### config.mk
export PLATFORM = sky130hd
export DESIGN_NAME = aging_priority_grant_arbiter_top_flat
export DESIGN_NICKNAME = d
export VERILOG_FILES = /design/src/apga_pkg.sv /design/src/apga_if.sv /design/src/apga_regs.sv /design/src/apga_ctrl.sv /design/src/apga_dp.sv /design/src/aging_priority_grant_arbiter_top.sv /design/src/flat_wrapper.sv
export VERILOG_INCLUDE_DIRS = /design/src /design/src/src
export SDC_FILE = /design/constraint.sdc
export NUM_CORES = 1
export LEC_CHECK = 0
export ABC_AREA = 1
export CORE_AREA = 2 2 75 148
export DETAILED_ROUTE_END_ITERATION = 6
export DIE_AREA = 0 0 77 150
export DONT_BUFFER_PORTS = 1
export HOLD_SLACK_MARGIN = 0.15
export PLACE_DENSITY = 0.82
export RECOVER_POWER = 50
export SKIP_LAST_GASP = 1
export SYNTH_ARGS = -nofsm -noshare
export SYNTH_HDL_FRONTEND = slang
export SYNTH_SLANG_ARGS = --single-unit
### constraint.sdc
create_clock -name clk -period 2.7 [get_ports clk]
set_input_delay 0.405 -clock clk [delete_from_list [all_inputs] [get_ports clk]]
set_output_delay 0.405 -clock clk [all_outputs]
set_load 0.01 [all_outputs]
### src/aging_priority_grant_arbiter_top_macros.svh
// Assertion macros shared by the aging priority grant arbiter modules.
`ifndef AGING_PRIORITY_GRANT_ARBITER_TOP_MACROS_SVH
`define AGING_PRIORITY_GRANT_ARBITER_TOP_MACROS_SVH

// Checks that the consequent holds in the same cycle as the antecedent.
`define APGA_ASSERT_SAME(label, ante, cons, msg) \
    label: assert property (@(posedge clk) disable iff (!rst_n) (ante) |-> (cons)) \
        else $error(msg);

// Checks that the consequent holds in the cycle after the antecedent.
`define APGA_ASSERT_NEXT(label, ante, cons, msg) \
    label: assert property (@(posedge clk) disable iff (!rst_n) (ante) |=> (cons)) \
        else $error(msg);

`endif

### src/apga_pkg.sv
// Shared constants and types of the aging priority grant arbiter.
package apga_pkg;

    localparam int NUM_PORTS = 2;
    localparam int PORT_SEL_BITS = (NUM_PORTS > 1) ? $clog2(NUM_PORTS) : 1;
    localparam int CLASS_BITS = 2;

    localparam int NUM_REGS = 2;
    localparam int REG_IDX_W = $clog2(NUM_REGS);
    localparam logic [REG_IDX_W-1:0] REG_PORT = 1'b0;
    localparam logic [REG_IDX_W-1:0] REG_CLASS = 1'b1;

    localparam logic [63:0] PORT_RESET = 64'd7;
    localparam logic [63:0] CLASS_RESET = 64'd2340;

    typedef enum logic [2:0] {
        ST_IDLE   = 3'b001,
        ST_SCAN   = 3'b010,
        ST_UPDATE = 3'b100
    } state_t;

    typedef struct packed {
        logic load;
        logic scan_step;
        logic commit;
    } ctrl_t;

    typedef struct packed {
        logic scan_last;
        logic out_free;
    } stat_t;

endpackage

### src/apga_if.sv
// Request and result channel interfaces of the aging priority grant arbiter.
interface apga_req_if;
    import apga_pkg::*;

    logic                     valid;
    logic                     ready;
    logic [CLASS_BITS-1:0]    offered_class;
    logic [PORT_SEL_BITS-1:0] offering_port;

    modport source (output valid, offered_class, offering_port, input ready);
    modport sink (input valid, offered_class, offering_port, output ready);
endinterface

interface apga_res_if #(
    parameter int IDX_W = 3
);
    logic             valid;
    logic             ready;
    logic             granted;
    logic [IDX_W-1:0] winner_index;

    modport source (output valid, granted, winner_index, input ready);
    modport sink (input valid, granted, winner_index, output ready);
endinterface

### src/apga_regs.sv
// APB configuration registers holding the port and class of each requester.
module apga_regs #(
    parameter int NUM_REQUESTERS = 6,
    localparam int PW = NUM_REQUESTERS * apga_pkg::PORT_SEL_BITS,
    localparam int CW = NUM_REQUESTERS * apga_pkg::CLASS_BITS,
    localparam int PDATA_W = (CW > 32) ? 64 : 32,
    localparam int STRIDE_LSB = (PDATA_W == 64) ? 3 : 2,
    localparam int ADDR_W = STRIDE_LSB + apga_pkg::REG_IDX_W
) (
    input  logic               clk,
    input  logic               rst_n,
    input  logic               psel,
    input  logic               penable,
    input  logic               pwrite,
    input  logic [ADDR_W-1:0]  paddr,
    input  logic [PDATA_W-1:0] pwdata,
    output logic [PDATA_W-1:0] prdata,
    output logic               pready,
    output logic [PW-1:0]      port_cfg,
    output logic [CW-1:0]      class_cfg
);
    import apga_pkg::*;

    logic [PW-1:0]        port_reg;
    logic [CW-1:0]        class_reg;
    logic                 wr_en;
    logic [REG_IDX_W-1:0] reg_idx;

    assign wr_en   = psel & penable & pwrite;
    assign reg_idx = paddr[ADDR_W-1:STRIDE_LSB];
    assign pready  = 1'b1;

    always_ff @(posedge clk or negedge rst_n)
    begin
        if (!rst_n)
        begin
            port_reg  <= PORT_RESET[PW-1:0];
            class_reg <= CLASS_RESET[CW-1:0];
        end
        else if (wr_en)
        begin
            case (reg_idx)
                REG_PORT:  port_reg  <= pwdata[PW-1:0];
                REG_CLASS: class_reg <= pwdata[CW-1:0];
                default:   ;
            endcase
        end
    end

    always_comb
    begin
        prdata = '0;
        case (reg_idx)
            REG_PORT:  prdata[PW-1:0] = port_reg;
            REG_CLASS: prdata[CW-1:0] = class_reg;
            default:   prdata = '0;
        endcase
    end

    assign port_cfg  = port_reg;
    assign class_cfg = class_reg;

endmodule

### src/apga_ctrl.sv
// Controller state machine sequencing accept, scan and update of each request.
module apga_ctrl (
    input  logic            clk,
    input  logic            rst_n,
    input  logic            in_valid,
    output logic            in_ready,
    input  apga_pkg::stat_t stat,
    output apga_pkg::ctrl_t ctrl
);
    import apga_pkg::*;

    state_t state_reg;
    state_t state_next;

    always_comb
    begin
        state_next = state_reg;
        ctrl       = '0;
        in_ready   = 1'b0;
        case (state_reg)
            ST_IDLE:
            begin
                in_ready = 1'b1;
                if (in_valid)
                begin
                    ctrl.load  = 1'b1;
                    state_next = ST_SCAN;
                end
            end
            ST_SCAN:
            begin
                ctrl.scan_step = 1'b1;
                if (stat.scan_last)
                begin
                    state_next = ST_UPDATE;
                end
            end
            ST_UPDATE:
            begin
                if (stat.out_free)
                begin
                    ctrl.commit = 1'b1;
                    state_next  = ST_IDLE;
                end
            end
            default:
            begin
                state_next = ST_IDLE;
            end
        endcase
    end

    always_ff @(posedge clk or negedge rst_n)
    begin
        if (!rst_n)
        begin
            state_reg <= ST_IDLE;
        end
        else
        begin
            state_reg <= state_next;
        end
    end

`include "aging_priority_grant_arbiter_top_macros.svh"

    `APGA_ASSERT_NEXT(a_load_starts_scan, ctrl.load, ctrl.scan_step, "scan did not follow a load")
    `APGA_ASSERT_SAME(a_commit_after_scan, ctrl.commit, $past(state_reg) == ST_SCAN || $past(state_reg) == ST_UPDATE, "commit without a scan")

endmodule

### src/apga_dp.sv
// Datapath with the priority counters, the scan compare unit and the result register.
module apga_dp #(
    parameter int NUM_REQUESTERS = 6,
    parameter int PRIORITY_BITS = 8,
    localparam int IDX_W = $clog2(NUM_REQUESTERS),
    localparam int PW = NUM_REQUESTERS * apga_pkg::PORT_SEL_BITS,
    localparam int CW = NUM_REQUESTERS * apga_pkg::CLASS_BITS
) (
    input  logic                               clk,
    input  logic                               rst_n,
    input  apga_pkg::ctrl_t                    ctrl,
    output apga_pkg::stat_t                    stat,
    input  logic [apga_pkg::CLASS_BITS-1:0]    offered_class,
    input  logic [apga_pkg::PORT_SEL_BITS-1:0] offering_port,
    input  logic [PW-1:0]                      port_cfg,
    input  logic [CW-1:0]                      class_cfg,
    input  logic                               out_ready,
    output logic                               out_valid,
    output logic                               granted,
    output logic [IDX_W-1:0]                   winner_index
);
    import apga_pkg::*;

    localparam int PRIO_MAX_INT = (2 ** PRIORITY_BITS) - 1;
    localparam logic [PRIORITY_BITS-1:0] PRIO_MAX = {PRIORITY_BITS{1'b1}};

    logic [NUM_REQUESTERS-1:0][PRIORITY_BITS-1:0] cnt_reg;
    logic [NUM_REQUESTERS-1:0][PRIORITY_BITS-1:0] cnt_next;
    logic [CLASS_BITS-1:0]    cls_reg;
    logic [PORT_SEL_BITS-1:0] port_sel_reg;
    logic [IDX_W-1:0]         idx_reg;
    logic [IDX_W-1:0]         best_reg;
    logic [PRIORITY_BITS-1:0] best_val_reg;
    logic                     found_reg;
    logic                     out_valid_reg;
    logic                     granted_reg;
    logic [IDX_W-1:0]         winner_reg;

    logic [CLASS_BITS-1:0]    cur_class;
    logic [PORT_SEL_BITS-1:0] cur_port;
    logic [PRIORITY_BITS-1:0] cur_cnt;
    logic                     take;

    assign cur_class = class_cfg[idx_reg * CLASS_BITS +: CLASS_BITS];
    assign cur_port  = port_cfg[idx_reg * PORT_SEL_BITS +: PORT_SEL_BITS];
    assign cur_cnt   = cnt_reg[idx_reg];
    assign take      = (cur_class == cls_reg) && (cur_port == port_sel_reg)
                       && (!found_reg || (cur_cnt > best_val_reg));

    assign stat.scan_last = (idx_reg == IDX_W'(NUM_REQUESTERS - 1));
    assign stat.out_free  = !out_valid_reg || out_ready;

    // On a grant the winner clears and the rest of its class age by one, saturating.
    always_comb
    begin
        cnt_next = cnt_reg;
        for (int r = 0; r < NUM_REQUESTERS; r++)
        begin
            if (found_reg)
            begin
                if (IDX_W'(r) == best_reg)
                begin
                    cnt_next[r] = '0;
                end
                else if ((class_cfg[r * CLASS_BITS +: CLASS_BITS] == cls_reg)
                         && (cnt_reg[r] != PRIO_MAX))
                begin
                    cnt_next[r] = cnt_reg[r] + PRIORITY_BITS'(1);
                end
            end
        end
    end

    always_ff @(posedge clk or negedge rst_n)
    begin
        if (!rst_n)
        begin
            for (int r = 0; r < NUM_REQUESTERS; r++)
            begin
                cnt_reg[r] <= (r > PRIO_MAX_INT) ? PRIO_MAX : PRIORITY_BITS'(r);
            end
            idx_reg       <= '0;
            found_reg     <= 1'b0;
            out_valid_reg <= 1'b0;
        end
        else
        begin
            if (ctrl.load)
            begin
                idx_reg   <= '0;
                found_reg <= 1'b0;
            end
            else if (ctrl.scan_step)
            begin
                idx_reg <= idx_reg + IDX_W'(1);
                if (take)
                begin
                    found_reg <= 1'b1;
                end
            end
            if (ctrl.commit)
            begin
                cnt_reg       <= cnt_next;
                out_valid_reg <= 1'b1;
            end
            else if (out_ready)
            begin
                out_valid_reg <= 1'b0;
            end
        end
    end

    always_ff @(posedge clk)
    begin
        if (ctrl.load)
        begin
            cls_reg      <= offered_class;
            port_sel_reg <= offering_port;
            best_reg     <= '0;
            best_val_reg <= '0;
        end
        else if (ctrl.scan_step && take)
        begin
            best_reg     <= idx_reg;
            best_val_reg <= cur_cnt;
        end
        if (ctrl.commit)
        begin
            granted_reg <= found_reg;
            winner_reg  <= best_reg;
        end
    end

    assign out_valid    = out_valid_reg;
    assign granted      = granted_reg;
    assign winner_index = winner_reg;

`include "aging_priority_grant_arbiter_top_macros.svh"

    `APGA_ASSERT_NEXT(a_winner_cleared, ctrl.commit && found_reg, cnt_reg[$past(best_reg)] == '0, "winner counter not cleared")
    `APGA_ASSERT_NEXT(a_no_grant_keeps, ctrl.commit && !found_reg, $stable(cnt_reg), "counters changed without a grant")
    `APGA_ASSERT_SAME(a_best_tracks, ctrl.scan_step && found_reg, best_val_reg == cnt_reg[best_reg], "best value out of step")

endmodule

### src/aging_priority_grant_arbiter_top.sv
// Top level of the aging priority grant arbiter.
//
// Channel  Role    Contents
// req      sink    offered_class, offering_port
// res      source  granted, winner_index
// apb      slave   port_of_requester at index 0, class_of_requester at index 1
//
// Each request is accepted in idle, then the scan steps one requester per cycle through the shared compare unit,
// then the update commits the result; a new request is accepted only after that update.
// Reset sets each priority counter to its own index (saturated at the maximum) and the registers to their defaults.
// A result waits in the output register; the next update waits only while it is full and res.ready is low.
module aging_priority_grant_arbiter_top #(
    parameter int NUM_REQUESTERS = 6,
    parameter int PRIORITY_BITS = 8,
    localparam int CW = NUM_REQUESTERS * apga_pkg::CLASS_BITS,
    localparam int PDATA_W = (CW > 32) ? 64 : 32,
    localparam int STRIDE_LSB = (PDATA_W == 64) ? 3 : 2,
    localparam int ADDR_W = STRIDE_LSB + apga_pkg::REG_IDX_W
) (
    input  logic               clk,
    input  logic               rst_n,
    apga_req_if.sink           req,
    apga_res_if.source         res,
    input  logic               psel,
    input  logic               penable,
    input  logic               pwrite,
    input  logic [ADDR_W-1:0]  paddr,
    input  logic [PDATA_W-1:0] pwdata,
    output logic [PDATA_W-1:0] prdata,
    output logic               pready
);
    import apga_pkg::*;

    localparam int PW = NUM_REQUESTERS * PORT_SEL_BITS;

    logic [PW-1:0] port_cfg;
    logic [CW-1:0] class_cfg;
    ctrl_t         ctrl;
    stat_t         stat;
    logic          in_ready;

    apga_regs #(
        .NUM_REQUESTERS(NUM_REQUESTERS)
    ) u_regs (
        .clk      (clk),
        .rst_n    (rst_n),
        .psel     (psel),
        .penable  (penable),
        .pwrite   (pwrite),
        .paddr    (paddr),
        .pwdata   (pwdata),
        .prdata   (prdata),
        .pready   (pready),
        .port_cfg (port_cfg),
        .class_cfg(class_cfg)
    );

    apga_ctrl u_ctrl (
        .clk     (clk),
        .rst_n   (rst_n),
        .in_valid(req.valid),
        .in_ready(in_ready),
        .stat    (stat),
        .ctrl    (ctrl)
    );

    assign req.ready = in_ready;

    apga_dp #(
        .NUM_REQUESTERS(NUM_REQUESTERS),
        .PRIORITY_BITS (PRIORITY_BITS)
    ) u_dp (
        .clk          (clk),
        .rst_n        (rst_n),
        .ctrl         (ctrl),
        .stat         (stat),
        .offered_class(req.offered_class),
        .offering_port(req.offering_port),
        .port_cfg     (port_cfg),
        .class_cfg    (class_cfg),
        .out_ready    (res.ready),
        .out_valid    (res.valid),
        .granted      (res.granted),
        .winner_index (res.winner_index)
    );

endmodule
### src/flat_wrapper.sv
// flat-port wrapper written by rule: the top's interface ports become plain ports
module aging_priority_grant_arbiter_top_flat import apga_pkg::*;
#(
    parameter int NUM_REQUESTERS = 6,
    parameter int PRIORITY_BITS = 8,
    localparam int CW = NUM_REQUESTERS * apga_pkg::CLASS_BITS,
    localparam int PDATA_W = (CW > 32) ? 64 : 32,
    localparam int STRIDE_LSB = (PDATA_W == 64) ? 3 : 2,
    localparam int ADDR_W = STRIDE_LSB + apga_pkg::REG_IDX_W
)
  (clk, rst_n, psel, penable, pwrite, paddr, pwdata, prdata, pready, req_valid, req_offered_class, req_offering_port, req_ready, res_valid, res_granted, res_winner_index, res_ready);
  apga_req_if req_i ();
  apga_res_if res_i ();
  input  logic clk;
  input  logic rst_n;
  input  logic psel;
  input  logic penable;
  input  logic pwrite;
  input  logic [ADDR_W-1:0] paddr;
  input  logic [PDATA_W-1:0] pwdata;
  output logic [PDATA_W-1:0] prdata;
  output logic pready;
  input wire logic [$bits(req_i.valid)-1:0] req_valid;
  input wire logic [$bits(req_i.offered_class)-1:0] req_offered_class;
  input wire logic [$bits(req_i.offering_port)-1:0] req_offering_port;
  output wire logic [$bits(req_i.ready)-1:0] req_ready;
  output wire logic [$bits(res_i.valid)-1:0] res_valid;
  output wire logic [$bits(res_i.granted)-1:0] res_granted;
  output wire logic [$bits(res_i.winner_index)-1:0] res_winner_index;
  input wire logic [$bits(res_i.ready)-1:0] res_ready;
  assign req_i.valid = req_valid;
  assign req_i.offered_class = req_offered_class;
  assign req_i.offering_port = req_offering_port;
  assign req_ready = req_i.ready;
  assign res_valid = res_i.valid;
  assign res_granted = res_i.granted;
  assign res_winner_index = res_i.winner_index;
  assign res_i.ready = res_ready;
  aging_priority_grant_arbiter_top #(.NUM_REQUESTERS(NUM_REQUESTERS), .PRIORITY_BITS(PRIORITY_BITS)) u_core (.clk(clk), .rst_n(rst_n), .req(req_i), .res(res_i), .psel(psel), .penable(penable), .pwrite(pwrite), .paddr(paddr), .pwdata(pwdata), .prdata(prdata), .pready(pready));
endmodule
==> out/results.txt <==
Status = complete, but fails checks
Violated checks = capacitance limit, slew limit, setup timing
Num CTS Buffers = 9
Antenna violations before repair = 0
Largest family of logic cells by synthesized area = simple AND/OR/NAND/NOR gates
Fin nets = 884
Hold Crit Class = input port to flop
Mapped Cells = 801
Crit path cell chain = clkbuf_16 -> clkinv_16 -> a21oi_1 -> o21ai_1 -> nand2_1 -> a32oi_1 -> ha_1 -> inv_1 -> nand2_4 -> nand2_2 -> nand2_2 -> nand2_1 -> nand2_1 -> nand2_2 -> a21oi_4 -> buf_4 -> nor2_4 -> a21oi_1 -> nor2_1
DRT iter0 DRCs = 436
Final period util = 103%
Worst-path clk slew = 0.07 ns
Worst Reg2Reg Path Length in Cells = 19
Effective utilization at floorplan = 56.5%
Share of cells above drive strength 1 = 16.9%
Worst EP required = 2.94 ns
Synth unique cells = 48
Root Driver = clkbuf_16
Asr flop ratio synth = 80.4%
GRT overflow = 0
# DRC = 0
Clock Latency Late Sink = 0.35 ns
Fmax = 358 MHz
Commonest non-fill, non-tap cell in the layout = nand2_1
Worst r2r src = u_core.u_dp.idx_reg[0]
FP Rows = 53
Routed Antenna Nets = 0
First-pass GRT wire length = 23000 µm
Routability Congestion = 0.936
Post-Synth Adder-Cell Area = 3.38%
Buffers on Ports = 0
Largest register FFs = 48
Setup crit end = u_core.u_dp.best_reg[2]
DIE AREA = 11600 µm²
Max Cap Violations = 1
CTS tree = built
Critical path origin = u_core.u_dp.idx_reg[0]
Synth Register Bits = 92
Hold Crit Depth = 2
Placed Cells = 929
Fin crit period = 2.79 ns
Crit path largest cell delay = 0.48 ns
Core region area = 10500 µm²
Worst Path Arrival = 3.03 ns
Post-Synth Simple-Gate Area = 27.5%
DR pass1 iterations = 5
Pre-CTS setup slack = -0.163 ns
Critical path class = flop to flop
Post-route insts no fill = 965
Multi-input gate area = 3140 µm²
Drt total wl = 15100 µm
Mapped cell area = 5920 µm²
Crit path launch type = flop
I/O pins = 84
Filler cell count = 905
Slew headroom = -24.6%
Post-synth EDFFs = 7
Worst reg2reg path endpoint = u_core.u_dp.best_reg[2]
Synth warnings = 0
Detailed-route via count = 5375
Average size of a mapped cell = 7.39 µm²
Placed wire-length estimate = 10100 µm
Power per cell area = 1080 nW/µm²
Diodes inserted = 0
Final Hold Viols = 0
Post-synthesis sequential area ratio = 38.9%
H-tree depth = 3
Vias in the first global route = 5075
Worst-path maximum fanout = 7
Highest-count cells in the layout ignoring fill and taps = nand2_1, inv_1, nand3_1, nor2_1, dfrtp_1
Avg WL per Cell = 15.7 µm
Fin. max-slew vios = 75
DR vias/cell = 5.57
Bufs on Longest Clock Path = 2
Xor/xnor share of the synthesized area = 4.14%
Worst setup EP type = flop
Multiplexer share of the synthesized area = 0.359%
Synth Flop Type = dfrtp_1
Largest net degree at the start of global routing = 75
Slowest-stage cell, CP = dfrtp_2
Setup-failing EPs final = 11
Reg2reg setup slack = -0.09 ns
Setup Skew = 0.00992 ns
Post-synthesis compound-gate area fraction = 12.3%
Unrepaired setup endpoints after global routing = true
FF+latch area = 2300 µm²
Maximum VDD drop = 0.540 mV
P&R area growth vs syn = 14.4%
Lkg Pwr = 3.31 nW
Post-Route Setup TNS = -0.333 ns
Slew @ Worst Pin = 1.87 ns
Die height = 150 µm
Sink Count = 92
Setup WS post-layout = -0.0923 ns
Design Power = 0.00731 W
Gr usage total = 25.1%
Chip Width = 77 µm
cell families (layout without fill, tap and decap cells):
group | count (synthesis) | after routing
simple gates | 369 | 371
buf+inv | 161 | 167
compound gates | 131 | 131
flops | 92 | 92
xor+xnor | 28 | 28
fa+ha+maj | 16 | 16
other cells | 2 | 21
mux | 2 | 2
worst min-delay path by stage:
stage                     startpoint                           to  slack (ns)
after global routing       pwdata[9]   u_core.u_regs.class_cfg[9]        0.19
final                     pwdata[11]  u_core.u_regs.class_cfg[11]        0.18
after floorplan                rst_n   u_core.u_ctrl.state_reg[1]        0.11
after CTS                 pwdata[11]  u_core.u_regs.class_cfg[11]        0.18
after global placement         rst_n        u_core.u_dp.out_valid        0.11
after detailed placement       rst_n   u_core.u_ctrl.state_reg[1]        0.11
where the power goes:
group	total (W)	switching, W	internal (W)
clock	0.00146	0.000531	0.000931
sequential	0.00227	0.000430	0.00184
combinational	0.00358	0.00219	0.00139
cells in the mapped netlist (2+ instances only):
master	number	area, µm²
nand2_1	189	709
inv_1	105	394
nand3_1	67	335
nor2_1	66	248
o21ai_0	62	310
dfrtp_1	59	1480
a21oi_1	42	210
buf_4	27	203
xor2_1	24	210
ha_1	16	200
dfstp_2	15	394
dfxtp_1	11	220
clkbuf_1	9	33.8
nand4_1	8	50.1
nor3_1	8	40.0
edfxtp_1	7	210
o21ai_1	7	35.0
buf_2	6	30.0
buf_6	6	67.6
inv_2	6	22.5
nand2_2	6	37.5
a32oi_1	5	43.8
nand3_2	4	40.0
nor2_2	4	25.0
nor3_2	4	40.0
or2_2	4	25.0
xnor2_1	4	35.0
o211ai_1	3	22.5
o21a_1	3	22.5
o31ai_1	3	22.5
conb_1	2	7.51
nor4_1	2	12.5
o211ai_2	2	25.0
critical path, delay by kind of cell, from the launching register on:
kind	cells	cell delay (ns)
flip-flops	1	0.48
buffers and inverters	4	0.51
AO/OA/AOI/OAI	5	0.85
AND/OR/NAND/NOR	9	0.58
adder cells (fa/ha/maj)	1	0.23
cell type report:
cell class / count / share of cell area (%)
multi-input cells: 569 / 46.4
flip-flops and latches: 92 / 34.0
inverters: 112 / 6.60
repair inverters: 2 / 0.333
well taps: 137 / 2.53
clock buffers: 12 / 3.64
clock inverters: 4 / 1.44
repair buffers: 37 / 5.03
routing by layer:
layer / wire length [µm] / share of wire, % / track usage (%)
met1: 5570 / 37 / 26.3
met2: 8170 / 54 / 46.8
met3: 657 / 4.3 / 3.56
met4: 708 / 4.7 / 15.0
met5: 0 / 0 / 0
what timing repair did:
action                                  CTS  global route
pin swaps                                 2            29
endpoints found under the setup margin   12            12
endpoints found under the hold margin    77             0
gates resized for setup                   8            60
hold buffers                              5             0
cloned                                    2             4
buffers inserted                          0             9
through the flow:
| step | hold WS, ns | cell area (µm²) | util (%) |
|---|---|---|---|
| final | 0.184 | 6770 | 64.6 |
| after global routing | 0.193 | 6770 | 64.6 |
| after CTS | 0.180 | 6440 | 61.5 |
| after detailed placement | 0.110 | 5980 | 57.0 |
| after global placement | 0.111 | 5980 | 57.0 |
| after floorplan | 0.109 | 5990 | - |
Note: power is estimated with default switching activity, not from simulation.
